--- src/sv/ramc_pkg.sv ---
// Shared constants, widths and operation codes for the rational add, multiply
// and compare block. Every other file of the block imports this package.
`default_nettype none

package ramc_pkg;

	localparam int OPERAND_WIDTH = 16;

	localparam int PROD_W = 2 * OPERAND_WIDTH;
	localparam int SUM_W  = (2 * OPERAND_WIDTH + 1 > 64) ? 64 : 2 * OPERAND_WIDTH + 1;
	localparam int MAG_W  = SUM_W - 1;
	localparam int SHIFT_W = $clog2(MAG_W + 1);
	localparam int COUNT_W = $clog2(MAG_W);

	localparam int TYPE_W = 2;
	localparam int NUM_W  = 33;
	localparam int DEN_W  = 32;

	typedef enum logic [TYPE_W-1:0] {
		OP_ADD = 2'd0,
		OP_MUL = 2'd1,
		OP_CMP = 2'd2
	} op_t;

	typedef logic signed [OPERAND_WIDTH-1:0] operand_t;
	typedef logic signed [PROD_W-1:0]        prod_t;
	typedef logic signed [SUM_W-1:0]         sum_t;
	typedef logic [MAG_W-1:0]                mag_t;

endpackage

`default_nettype wire

--- src/sv/ramc_in_if.sv ---
// Request channel of the rational block: valid, ready, the operation type and the two fractions.
// Depends on ramc_pkg for the operand type.
`default_nettype none

interface ramc_in_if import ramc_pkg::*; ();

	logic              valid;
	logic              ready;
	logic [TYPE_W-1:0] req_type;
	operand_t          a_num;
	operand_t          a_den;
	operand_t          b_num;
	operand_t          b_den;

	modport source (output valid, output req_type, output a_num, output a_den,
		output b_num, output b_den, input ready);
	modport sink (input valid, input req_type, input a_num, input a_den,
		input b_num, input b_den, output ready);

endinterface

`default_nettype wire

--- src/sv/ramc_out_if.sv ---
// Result channel of the rational block: valid, ready, the result fraction and the greater flag.
// Depends on ramc_pkg for the field widths.
`default_nettype none

interface ramc_out_if import ramc_pkg::*; ();

	logic                    valid;
	logic                    ready;
	logic signed [NUM_W-1:0] res_num;
	logic signed [DEN_W-1:0] res_den;
	logic                    greater;

	modport source (output valid, output res_num, output res_den, output greater,
		input ready);
	modport sink (input valid, input res_num, input res_den, input greater,
		output ready);

endinterface

`default_nettype wire

--- src/sv/ramc_mul.sv ---
// Shared signed multiplier with a registered product, used for every cross
// and denominator product in turn. Depends on ramc_pkg.
`default_nettype none

module ramc_mul import ramc_pkg::*; (
	input  logic     clk,
	input  operand_t x,
	input  operand_t y,
	output prod_t    p
);

	prod_t p_q;

	always_ff @(posedge clk) begin
		p_q <= PROD_W'(x) * PROD_W'(y);
	end

	assign p = p_q;

endmodule

`default_nettype wire

--- src/sv/ramc_gcd.sv ---
// Binary GCD of two positive magnitudes, one shift or subtract step a cycle.
// Depends on ramc_pkg.
`default_nettype none

module ramc_gcd import ramc_pkg::*; (
	input  logic clk,
	input  logic arst_n,
	input  logic start,
	input  mag_t u_in,
	input  mag_t v_in,
	output logic done,
	output mag_t g
);

	logic               busy_q;
	logic               done_q;
	mag_t               u_q;
	mag_t               v_q;
	mag_t               g_q;
	logic [SHIFT_W-1:0] k_q;
	logic [MAG_W:0]     u_minus_v;
	logic [MAG_W:0]     v_minus_u;

	assign u_minus_v = {1'b0, u_q} - {1'b0, v_q};
	assign v_minus_u = {1'b0, v_q} - {1'b0, u_q};

	always_ff @(posedge clk or negedge arst_n) begin
		if (!arst_n) begin
			busy_q <= 1'b0;
			done_q <= 1'b0;
		end else if (start) begin
			busy_q <= 1'b1;
			done_q <= 1'b0;
		end else if (busy_q && (u_q == '0 || v_q == '0)) begin
			busy_q <= 1'b0;
			done_q <= 1'b1;
		end else begin
			done_q <= 1'b0;
		end
	end

	always_ff @(posedge clk) begin
		if (start) begin
			u_q <= u_in;
			v_q <= v_in;
			k_q <= '0;
		end else if (busy_q) begin
			if (u_q == '0 || v_q == '0) begin
				g_q <= (u_q | v_q) << k_q;
			end else if (!u_q[0] && !v_q[0]) begin
				u_q <= u_q >> 1;
				v_q <= v_q >> 1;
				k_q <= k_q + SHIFT_W'(1);
			end else if (!u_q[0]) begin
				u_q <= u_q >> 1;
			end else if (!v_q[0]) begin
				v_q <= v_q >> 1;
			end else if (!u_minus_v[MAG_W]) begin
				u_q <= u_minus_v[MAG_W:1];
			end else begin
				v_q <= v_minus_u[MAG_W:1];
			end
		end
	end

	assign done = done_q;
	assign g    = g_q;

endmodule

`default_nettype wire

--- src/sv/ramc_div.sv ---
// Restoring divider that divides numerator and denominator by the same GCD,
// one quotient bit of each per cycle. Depends on ramc_pkg.
`default_nettype none

module ramc_div import ramc_pkg::*; (
	input  logic clk,
	input  logic arst_n,
	input  logic start,
	input  mag_t n_in,
	input  mag_t d_in,
	input  mag_t divisor,
	output logic done,
	output mag_t n_quo,
	output mag_t d_quo
);

	logic               busy_q;
	logic               done_q;
	logic [COUNT_W-1:0] cnt_q;
	mag_t               div_q;
	mag_t               rn_q;
	mag_t               rd_q;
	mag_t               qn_q;
	mag_t               qd_q;
	logic [MAG_W:0]     tn;
	logic [MAG_W:0]     td;
	logic [MAG_W:0]     sn;
	logic [MAG_W:0]     sd;
	logic               last;

	assign tn   = {rn_q, qn_q[MAG_W-1]};
	assign td   = {rd_q, qd_q[MAG_W-1]};
	assign sn   = tn - {1'b0, div_q};
	assign sd   = td - {1'b0, div_q};
	assign last = (cnt_q == COUNT_W'(MAG_W - 1));

	always_ff @(posedge clk or negedge arst_n) begin
		if (!arst_n) begin
			busy_q <= 1'b0;
			done_q <= 1'b0;
			cnt_q  <= '0;
		end else if (start) begin
			busy_q <= 1'b1;
			done_q <= 1'b0;
			cnt_q  <= '0;
		end else if (busy_q) begin
			cnt_q  <= cnt_q + COUNT_W'(1);
			busy_q <= !last;
			done_q <= last;
		end else begin
			done_q <= 1'b0;
		end
	end

	always_ff @(posedge clk) begin
		if (start) begin
			div_q <= divisor;
			rn_q  <= '0;
			rd_q  <= '0;
			qn_q  <= n_in;
			qd_q  <= d_in;
		end else if (busy_q) begin
			rn_q <= sn[MAG_W] ? tn[MAG_W-1:0] : sn[MAG_W-1:0];
			rd_q <= sd[MAG_W] ? td[MAG_W-1:0] : sd[MAG_W-1:0];
			qn_q <= {qn_q[MAG_W-2:0], !sn[MAG_W]};
			qd_q <= {qd_q[MAG_W-2:0], !sd[MAG_W]};
		end
	end

	assign done  = done_q;
	assign n_quo = qn_q;
	assign d_quo = qd_q;

endmodule

`default_nettype wire

--- src/sv/rational_add_mul_compare_core.sv ---
// Top level of the rational add, multiply and compare block: sequencer,
// operand registers and result register. Depends on ramc_pkg, the channel
// interfaces, ramc_mul, ramc_gcd and ramc_div.
//
// The block takes one request at a time and holds ready low until it has
// finished it. A request passes through capture, the shared multiplier and a
// step forming the sum, product or comparison. Compare and unused requests,
// and results that are not both positive, then go straight to the result
// register. A result whose numerator and denominator are both positive is
// reduced: the binary GCD loop finds their common divisor and the divider
// then divides both by it. A finished result waits in its own register, so
// the next request can be taken while the previous result is still waiting
// to be read.
`default_nettype none

module rational_add_mul_compare_core import ramc_pkg::*; (
	input  logic       clk,
	input  logic       arst_n,
	ramc_in_if.sink    req,
	ramc_out_if.source res
);

	typedef enum logic [5:0] {
		ST_IDLE = 6'b000001,
		ST_MUL  = 6'b000010,
		ST_FORM = 6'b000100,
		ST_GCD  = 6'b001000,
		ST_DIV  = 6'b010000,
		ST_DONE = 6'b100000
	} state_t;

	state_t            state_q;
	logic [1:0]        cnt_q;
	logic [TYPE_W-1:0] op_q;
	operand_t          an_q;
	operand_t          ad_q;
	operand_t          bn_q;
	operand_t          bd_q;
	prod_t             p0_q;
	prod_t             p1_q;
	prod_t             den_q;
	sum_t              num_q;
	logic              gt_q;

	logic                    out_valid_q;
	logic signed [NUM_W-1:0] res_num_q;
	logic signed [DEN_W-1:0] res_den_q;
	logic                    greater_q;

	operand_t mul_x;
	operand_t mul_y;
	prod_t    mul_p;
	sum_t     sum_v;
	sum_t     num_v;
	logic     is_arith;
	logic     reduce;
	logic     out_free;

	logic gcd_start;
	logic gcd_done;
	mag_t gcd_g;
	logic div_done;
	mag_t div_n;
	mag_t div_d;

	always_comb begin
		case (cnt_q)
			2'd0: begin
				mul_x = an_q;
				mul_y = (op_q == OP_MUL) ? bn_q : bd_q;
			end
			2'd1: begin
				mul_x = bn_q;
				mul_y = ad_q;
			end
			default: begin
				mul_x = ad_q;
				mul_y = bd_q;
			end
		endcase
	end

	ramc_mul u_mul (
		.clk (clk),
		.x   (mul_x),
		.y   (mul_y),
		.p   (mul_p)
	);

	assign sum_v     = SUM_W'(p0_q) + SUM_W'(p1_q);
	assign num_v     = (op_q == OP_ADD) ? sum_v : SUM_W'(p0_q);
	assign is_arith  = (op_q == OP_ADD) || (op_q == OP_MUL);
	assign reduce    = is_arith && (num_v > 0) && (den_q > 0);
	assign gcd_start = (state_q == ST_FORM) && reduce;
	assign out_free  = !out_valid_q || res.ready;

	ramc_gcd u_gcd (
		.clk    (clk),
		.arst_n (arst_n),
		.start  (gcd_start),
		.u_in   (MAG_W'(num_v)),
		.v_in   (MAG_W'(den_q)),
		.done   (gcd_done),
		.g      (gcd_g)
	);

	ramc_div u_div (
		.clk     (clk),
		.arst_n  (arst_n),
		.start   (gcd_done),
		.n_in    (MAG_W'(num_q)),
		.d_in    (MAG_W'(den_q)),
		.divisor (gcd_g),
		.done    (div_done),
		.n_quo   (div_n),
		.d_quo   (div_d)
	);

	always_ff @(posedge clk or negedge arst_n) begin
		if (!arst_n) begin
			state_q <= ST_IDLE;
			cnt_q   <= '0;
		end else begin
			case (state_q)
				ST_IDLE: begin
					cnt_q <= '0;
					if (req.valid) begin
						state_q <= ST_MUL;
					end
				end
				ST_MUL: begin
					cnt_q <= cnt_q + 2'd1;
					if (cnt_q == 2'd3) begin
						state_q <= ST_FORM;
					end
				end
				ST_FORM: begin
					state_q <= reduce ? ST_GCD : ST_DONE;
				end
				ST_GCD: begin
					if (gcd_done) begin
						state_q <= ST_DIV;
					end
				end
				ST_DIV: begin
					if (div_done) begin
						state_q <= ST_DONE;
					end
				end
				ST_DONE: begin
					if (out_free) begin
						state_q <= ST_IDLE;
					end
				end
				default: begin
					state_q <= ST_IDLE;
				end
			endcase
		end
	end

	always_ff @(posedge clk) begin
		if (state_q == ST_IDLE && req.valid) begin
			op_q <= req.req_type;
			an_q <= req.a_num;
			bn_q <= req.b_num;
			ad_q <= (req.a_den == '0) ? OPERAND_WIDTH'(1) : req.a_den;
			bd_q <= (req.b_den == '0) ? OPERAND_WIDTH'(1) : req.b_den;
		end
		if (state_q == ST_MUL) begin
			case (cnt_q)
				2'd1:    p0_q  <= mul_p;
				2'd2:    p1_q  <= mul_p;
				2'd3:    den_q <= mul_p;
				default: ;
			endcase
		end
		if (state_q == ST_FORM) begin
			if (is_arith) begin
				num_q <= num_v;
				gt_q  <= 1'b0;
			end else begin
				num_q <= '0;
				den_q <= '0;
				gt_q  <= (op_q == OP_CMP) &&
					((ad_q == bd_q) ? (an_q > bn_q) : (p0_q > p1_q));
			end
		end
		if (state_q == ST_DIV && div_done) begin
			num_q <= {1'b0, div_n};
			den_q <= PROD_W'({1'b0, div_d});
		end
		if (state_q == ST_DONE && out_free) begin
			res_num_q <= NUM_W'(num_q);
			res_den_q <= DEN_W'(den_q);
			greater_q <= gt_q;
		end
	end

	always_ff @(posedge clk or negedge arst_n) begin
		if (!arst_n) begin
			out_valid_q <= 1'b0;
		end else if (state_q == ST_DONE && out_free) begin
			out_valid_q <= 1'b1;
		end else if (res.ready) begin
			out_valid_q <= 1'b0;
		end
	end

	assign req.ready   = (state_q == ST_IDLE);
	assign res.valid   = out_valid_q;
	assign res.res_num = res_num_q;
	assign res.res_den = res_den_q;
	assign res.greater = greater_q;

	a_greater_only_alone: assert property (@(posedge clk) disable iff (!arst_n)
		(res.valid && res.greater) |-> (res.res_num == '0 && res.res_den == '0))
		else $error("compare result carries a nonzero fraction");

	a_gcd_done_in_gcd: assert property (@(posedge clk) disable iff (!arst_n)
		gcd_done |-> (state_q == ST_GCD))
		else $error("GCD finished outside its state");

	a_div_done_in_div: assert property (@(posedge clk) disable iff (!arst_n)
		div_done |-> (state_q == ST_DIV))
		else $error("divider finished outside its state");

	a_result_from_done: assert property (@(posedge clk) disable iff (!arst_n)
		$rose(res.valid) |-> $past(state_q == ST_DONE))
		else $error("result appeared without a finished request");

endmodule

`default_nettype wire

--- src/flat_wrapper.sv ---
// flat-port wrapper written by rule: the top's interface ports become plain ports
module rational_add_mul_compare_core_flat import ramc_pkg::*;
  (clk, arst_n, req_valid, req_req_type, req_a_num, req_a_den, req_b_num, req_b_den, req_ready, res_valid, res_res_num, res_res_den, res_greater, res_ready);
  ramc_in_if req_i ();
  ramc_out_if res_i ();
  input  logic clk;
  input  logic arst_n;
  input wire logic [$bits(req_i.valid)-1:0] req_valid;
  input wire logic [$bits(req_i.req_type)-1:0] req_req_type;
  input wire logic [$bits(req_i.a_num)-1:0] req_a_num;
  input wire logic [$bits(req_i.a_den)-1:0] req_a_den;
  input wire logic [$bits(req_i.b_num)-1:0] req_b_num;
  input wire logic [$bits(req_i.b_den)-1:0] req_b_den;
  output wire logic [$bits(req_i.ready)-1:0] req_ready;
  output wire logic [$bits(res_i.valid)-1:0] res_valid;
  output wire logic [$bits(res_i.res_num)-1:0] res_res_num;
  output wire logic [$bits(res_i.res_den)-1:0] res_res_den;
  output wire logic [$bits(res_i.greater)-1:0] res_greater;
  input wire logic [$bits(res_i.ready)-1:0] res_ready;
  assign req_i.valid = req_valid;
  assign req_i.req_type = req_req_type;
  assign req_i.a_num = req_a_num;
  assign req_i.a_den = req_a_den;
  assign req_i.b_num = req_b_num;
  assign req_i.b_den = req_b_den;
  assign req_ready = req_i.ready;
  assign res_valid = res_i.valid;
  assign res_res_num = res_i.res_num;
  assign res_res_den = res_i.res_den;
  assign res_greater = res_i.greater;
  assign res_i.ready = res_ready;
  rational_add_mul_compare_core u_core (.clk(clk), .arst_n(arst_n), .req(req_i), .res(res_i));
endmodule
--- config.mk ---
export PLATFORM = sky130hd
export DESIGN_NAME = rational_add_mul_compare_core_flat
export DESIGN_NICKNAME = d
export VERILOG_FILES = /design/src/sv/ramc_pkg.sv /design/src/sv/ramc_in_if.sv /design/src/sv/ramc_out_if.sv /design/src/sv/ramc_mul.sv /design/src/sv/ramc_gcd.sv /design/src/sv/ramc_div.sv /design/src/sv/rational_add_mul_compare_core.sv /design/src/flat_wrapper.sv
export SDC_FILE = /design/constraint.sdc
export NUM_CORES = 2
export LEC_CHECK = 0
export BUFFER_PORTS_ARGS = -buffer_cell sky130_fd_sc_hd__buf_2
export CAP_MARGIN = 20
export CORE_MARGIN = 5
export CORE_UTILIZATION = 55
export CTS_CLUSTER_DIAMETER = 50
export CTS_CLUSTER_SIZE = 14
export DETAILED_ROUTE_END_ITERATION = 8
export PLACE_DENSITY_LB_ADDON = 0.08
export RECOVER_POWER = 100
export SLEW_MARGIN = 40
export SYNTH_ARGS = -nofsm -noshare
export SYNTH_HDL_FRONTEND = slang
export SYNTH_SLANG_ARGS = --single-unit
--- constraint.sdc ---
create_clock -name clk -period 19.2 [get_ports clk]
set_input_delay 3.84 -clock clk [delete_from_list [all_inputs] [get_ports clk]]
set_output_delay 3.84 -clock clk [all_outputs]
set_load 0.02 [all_outputs]
Word level (Yosys, flattened, before mapping):

Index checks and enable logic that the tools add are counted.

* bits in registers: 574
* output and inout bits: 68
* input port bits: 70

* mux-type cells: 53
* reduce and logical (&&, ||, !) cells: 40
* multiply operators: 1
* bitwise operators: 3
* shift operators: 1
* magnitude comparators: 4
* $add $sub $neg: 8
* eq/ne operators: 22

Operators with widths (number)
* $mux W32: 27
* $mux W33: 2
* $sub A32 B32 Y33: 2
* $sub A33 B32 Y33: 2
* $logic_not A32 Y1: 2
* $pmux W16 S2: 2
* $mux W6: 6
* $pmux W6 S6: 1
* $add A32 B32 Y33: 1
* $gt A33 B1 Y1 const B: 1
* $gt A32 B1 Y1 const B: 1
* $gt A32 B32 Y1: 1
* $logic_not A16 Y1: 2
* $mul A16 B16 Y32: 1
* $or A32 B32 Y32: 1
* $shl A32 B6 Y32: 1
* $eq A16 B16 Y1: 1
* $gt A16 B16 Y1: 1
* $mux W16: 1
* $reduce_bool A2 Y1: 6
* $mux W1: 11
* $mux W5: 2
* $logic_and A1 B1 Y1: 9
* $reduce_and A3 Y1: 3
* 25 further kinds: 45

Logic depth before layout (Yosys ltp):

* word-level depth: 8
* mapped depth: 34

By module:

Synthesis repeated with hierarchy kept, for this count alone.

* cell total of the unflattened synthesis: 4586
* area, all modules: 45154.6 µm²

By module, submodules not included
* rational_add_mul_compare_core: area an instance 14237.4 µm², cells each 1289, times used 1
* ramc_mul: area an instance 10503.8 µm², cells each 1114, times used 1
* ramc_div: area an instance 10362.4 µm², cells each 1060, times used 1
* ramc_gcd: area an instance 10050.9 µm², cells each 1123, times used 1

Worst setup path before layout:

No wires, ideal clock.

* kind: register to register
* start: register u_core.cnt_q[1]
* end: register u_core.u_mul.p_q[31] (netlist: u_core.u_mul.p[31])
* clock period less this slack: 7.612 ns
* cell stages (with the launch flop): 33
* data arrival time: 7.540 ns
* path slack: 11.588 ns
* path through: dfrtp_1 inv_1 ha_1 clkbuf_1 clkbuf_1 buf_1 a22oi_1 nand2_1 clkbuf_1 nand2_1 fa_1 inv_1 fa_1 inv_1 fa_1 inv_1 fa_1 fa_1 inv_1 fa_1 inv_1 ha_1 a211oi_1 inv_1 o221ai_1 a31oi_1 o2bb2ai_1 o41ai_1 o22ai_1 o41ai_1 o2111ai_1 a21oi_1 xnor2_1

* cells in the longest elaborated chain, start to end: 3
* elaborated cells between the ends (all ways): 5

Ends and longest elaborated chain
* start, declared: line rational_add_mul_compare_core.sv:33 `logic [1:0] cnt_q;`
* start signal, assigned: line rational_add_mul_compare_core.sv:132 `cnt_q <= cnt_q + 2'd1;`
* $eq A2 B1 Y1 / $logic_not A2 Y1 (equally long branches): line rational_add_mul_compare_core.sv:67 `case (cnt_q)`
* $pmux W16 S2: line rational_add_mul_compare_core.sv:67
* $mul A16 B16 Y32 (*): line ramc_mul.sv:15 `p_q <= PROD_W'(x) * PROD_W'(y);`
* end signal, assigned: line ramc_mul.sv:15
* end, declared: line ramc_mul.sv:12 `prod_t p_q;`

Every way passes the cells marked *; elsewhere a longest branch is shown, timed or not.
A chain may end at the register's enable or synchronous reset.

Worst setup path after layout:

* start: register u_core.op_q[1]
* end: register u_core.u_gcd.v_q[25] (data pin)

* cells in the longest elaborated chain, start to end: 7
* elaborated cells between the ends (all ways): 9

Ends and longest elaborated chain
* start, declared: line rational_add_mul_compare_core.sv:34 `logic [TYPE_W-1:0] op_q;`
* start signal, assigned: line rational_add_mul_compare_core.sv:164 `op_q <= req.req_type;`
* $logic_not A2 Y1: line rational_add_mul_compare_core.sv:91, rational_add_mul_compare_core.sv:92
* $mux W33: line rational_add_mul_compare_core.sv:91 `assign num_v = (op_q == OP_ADD) ? sum_v : SUM_W'(p0_q);`
* $gt A33 B1 Y1: line rational_add_mul_compare_core.sv:93 `assign reduce = is_arith && (num_v > 0) && (den_q > 0);`
* $logic_and A1 B1 Y1 (*) (2 in a row): line rational_add_mul_compare_core.sv:93
* $logic_and A1 B1 Y1 (*): line rational_add_mul_compare_core.sv:94 `assign gcd_start = (state_q == ST_FORM) && reduce;`
* $mux W32 (*): line ramc_gcd.sv:43 `if (start) begin`
* end signal, assigned: line ramc_gcd.sv:45 `v_q <= v_in;`
* end signal, assigned: line ramc_gcd.sv:52 `v_q <= v_q >> 1;`
* end signal, assigned: line ramc_gcd.sv:57 `v_q <= v_q >> 1;`
* end, declared: line ramc_gcd.sv:18 `mag_t v_q;`

Marks and branches as above.

==> summary.txt <==
Logic synthesis
  – Post-Synthesis Cells: 4542
  – Mean Syn Cell Area: 9.751 um^2
  – Async S/R FF share, synth: 0.03136
  – Main synth FF type: edfxtp_1
  – Syn nets: 5206
  – Post-synth EDFFs: 421
  – Synth warn: 0
  – Sequential area share after synthesis: 0.3566
  – Synth Cell Area: 44290 um^2
  – Synthesis-stage register bit count: 574
  – Yosys cell types: 93

Placement
  – Dpl hpwl: 101100 um
  – IO buf count: 137
  – Placer Congestion: 0.9845

Hold path
  – WHS Endpoint: u_core.u_div.div_q[27]
  – Worst Hold Class: reg -> reg
  – HP Start: u_core.u_gcd.g[27]
  – Hold depth: 0

Setup path
  – Critical Path Start Type: register
  – CP endpoint kind: register
  – Worst reg2reg path endpoint: u_core.u_gcd.v_q[25]
  – Crit path max fanout: 53
  – Worst Path Arrival: 10.52 ns
  – CP dominant cell by count: clkbuf_1
  – RR Startpoint: u_core.op_q[1]
  – WS Path Type: reg -> reg
  – CP cell instances: or2_2, clkbuf_1, o311ai_0, nor3_1, and3_1, nand4_1, a2111oi_0, nand4_1, nor4_1, nand4b_1, o211ai_4, clkbuf_1, clkbuf_1, mux2_2
  – CP top delay family: buffers and inverters
  – R2r setup slk: 9.04 ns
  – CP Buf/Inv Count: 3
  – Slowest cell on crit path: clkbuf_1
  – Slowest cell delay on critical path: 2.30 ns
  – Worst Reg-to-Reg Cells: 14
  – WP data required: 19.55 ns

Floorplanning
  – Die ar.: 86300 um^2
  – Initial core utilization: 0.5526
  – Core area: 80160 um^2
  – FP Rows: 104
  – Die Wd: 293.8 um
  – Chip height: 293.8 um
  – IO Count: 138

Clock tree
  – Post-CTS Setup Bufs: 0
  – Hold-fix buffers at CTS: 0
  – Clock transition at path regs: 0.06 ns
  – CTS tree: built
  – Sink Count: 574
  – Clock Tree Buf Depth: 3
  – Number of buffers created by CTS: 71
  – CTS Root Cell: clkbuf_16
  – Htree depth: 3
  – Worst skew pair latency: 0.63 ns
  – Quantity of gates resized following cts: 0

GRT
  – Vias in the first global route: 33474
  – Total gr overflow: 0
  – First-pass GRT wire length: 199700 um
  – Gr usage total: 0.2973
  – Pin count of the biggest net entering global routing: 97
  – Initial antenna violation count: 2

Route
  – 1st-pass router iterations: 6
  – Vias: 34327
  – Final WL: 130200 um
  – Detail Route Antenna Nets: 0
  – DR iter-0 viols: 3150
  – Vias per Instance: 6.029
  – Routed WL per cell: 22.87 um
  – Residual DRC: 0

Timing
  – Setup TNS: 0 ns
  – Slew Viols, Final: 780
  – Max transition margin: -1.662
  – Setup violators final: 0
  – Worst slew pin tran: 3.992 ns
  – Tmin final: 10.16 ns
  – Final Hold Fails: 0
  – Hold_ws: 0.4070 ns
  – FMAX: 98.39 MHz
  – RSZ-0062 raised after global routing: no
  – Clock skew: 0.02948 ns
  – Tcrit/Tclk final: 0.5294

Layout
  – Share of cells above drive strength 1: 0.06993
  – NumNets Final: 5239
  – Layout area overhead: 8.684%

Job
  – Max-Cap Viols: 18

Outcome
  – Status: finished with violations
  – Failing checks: capacitance limit, slew limit
-- cell families (layout without fill, tap and decap cells) --
logic type | Yosys count | count (layout) | synth area share
other | 0 | 1 | 0
multiplexers | 240 | 240 | 0.05963
XOR/XNOR | 175 | 175 | 0.03478
AO/OA/AOI/OAI | 949 | 949 | 0.1389
flip-flops | 574 | 574 | 0.3566
buffers and inverters | 775 | 866 | 0.06681
AND/OR/NAND/NOR | 1235 | 1235 | 0.1301
adder cells (fa/ha/maj) | 594 | 594 | 0.2131
-- through the flow --
step             util  area, um^2  worst slack, ns  cells
2_1_floorplan       -       44290            11.59   4542
3_3_place_gp   0.5719       45840            10.93   5560
3_5_place_dp   0.5728       45920            11.07   5562
4_1_cts        0.6044       48450            11.04   5693
5_1_grt        0.6005       48130            8.471   5693
6_report       0.6005       48140            9.036   5694
-- layout make-up --
type	count	area, um^2
Timing Repair Buffer	183	825.8
Clock buffer	91	1994
Sequential cell	574	15800
Antenna cell	1	2.502
Inverter	552	2072
Tap cell	1060	1326
Clock inverter	40	536.8
Multi-Input combinational cell	3193	25580
Fill cell	7056	32020
-- per-layer routing --
metal / track usage / up-vias / routed length, um
li1: - / 15883 / -
met1: 0.4182 / 16913 / 55380
met2: 0.4858 / 1313 / 60990
met3: 0.04196 / 218 / 9849
met4: 0.08629 / 0 / 3983
met5: 0 / - / 0
-- cells in the final DEF, fill, tap and decap left out, types with 53 or more instances in the layout --
cell type | Yosys | routed
mux2_2 | 89 | 87
mux2i_1 | 121 | 121
a21oi_1 | 253 | 253
nor3_1 | 69 | 69
dfxtp_1 | 135 | 134
edfxtp_1 | 421 | 421
fa_1 | 267 | 267
xnor2_1 | 146 | 146
a211oi_1 | 54 | 56
o21ai_0 | 201 | 203
nand3_1 | 79 | 79
clkbuf_16 | 0 | 73
nand2_1 | 386 | 386
clkbuf_1 | 190 | 134
a21o_1 | 54 | 53
nor4_1 | 62 | 61
ha_1 | 327 | 327
inv_1 | 544 | 543
nor2_1 | 374 | 373
-- worst max path at each step --
stage	cells past startpoint	endpoint	from	slack (ns)
final	14	u_core.u_gcd.v_q[25]	u_core.op_q[1]	9.04
after detailed placement	32	u_core.u_mul.p[31]	u_core.cnt_q[0]	11.07
after floorplan	32	u_core.u_mul.p[31]	u_core.cnt_q[1]	11.59
after global placement	30	u_core.u_mul.p[31]	u_core.cnt_q[1]	10.93
after global routing	14	u_core.u_gcd.v_q[21]	u_core.op_q[1]	8.47
after CTS	32	u_core.u_mul.p[31]	u_core.cnt_q[0]	11.04
-- Yosys cell counts, drive strengths merged (15+ instances only) --
master	n	share of area
nor4	63	0.0090
nor2	374	0.032
dfrtp	17	0.0096
xor2	29	0.0059
ha	327	0.092
o21bai	50	0.0085
a211oi	57	0.010
nand2	386	0.033
o211ai	15	0.0027
nand2b	46	0.0065
or2	15	0.0021
nor3b	15	0.0025
o21ai	216	0.024
fa	267	0.12
nor3	72	0.0085
inv	546	0.046
a31oi	33	0.0047
buf	33	0.0039
and3	15	0.0021
mux2	111	0.028
o311ai	16	0.0033
or3	21	0.0030
xnor2	146	0.029
nand3	79	0.0089
nor2b	41	0.0058
and2	39	0.0055
clkbuf	190	0.016
o22ai	23	0.0032
o21a	31	0.0053
a311oi	21	0.0042
a22oi	25	0.0042
mux2i	121	0.027
edfxtp	421	0.29
dfxtp	135	0.061
nand4	38	0.0054
a21oi	253	0.029
o31ai	32	0.0054
a21o	54	0.0092
Power is left out: the tool's default activity adds up to more than one toggle a clock period on the data nets, which glitch-free logic cannot reach.
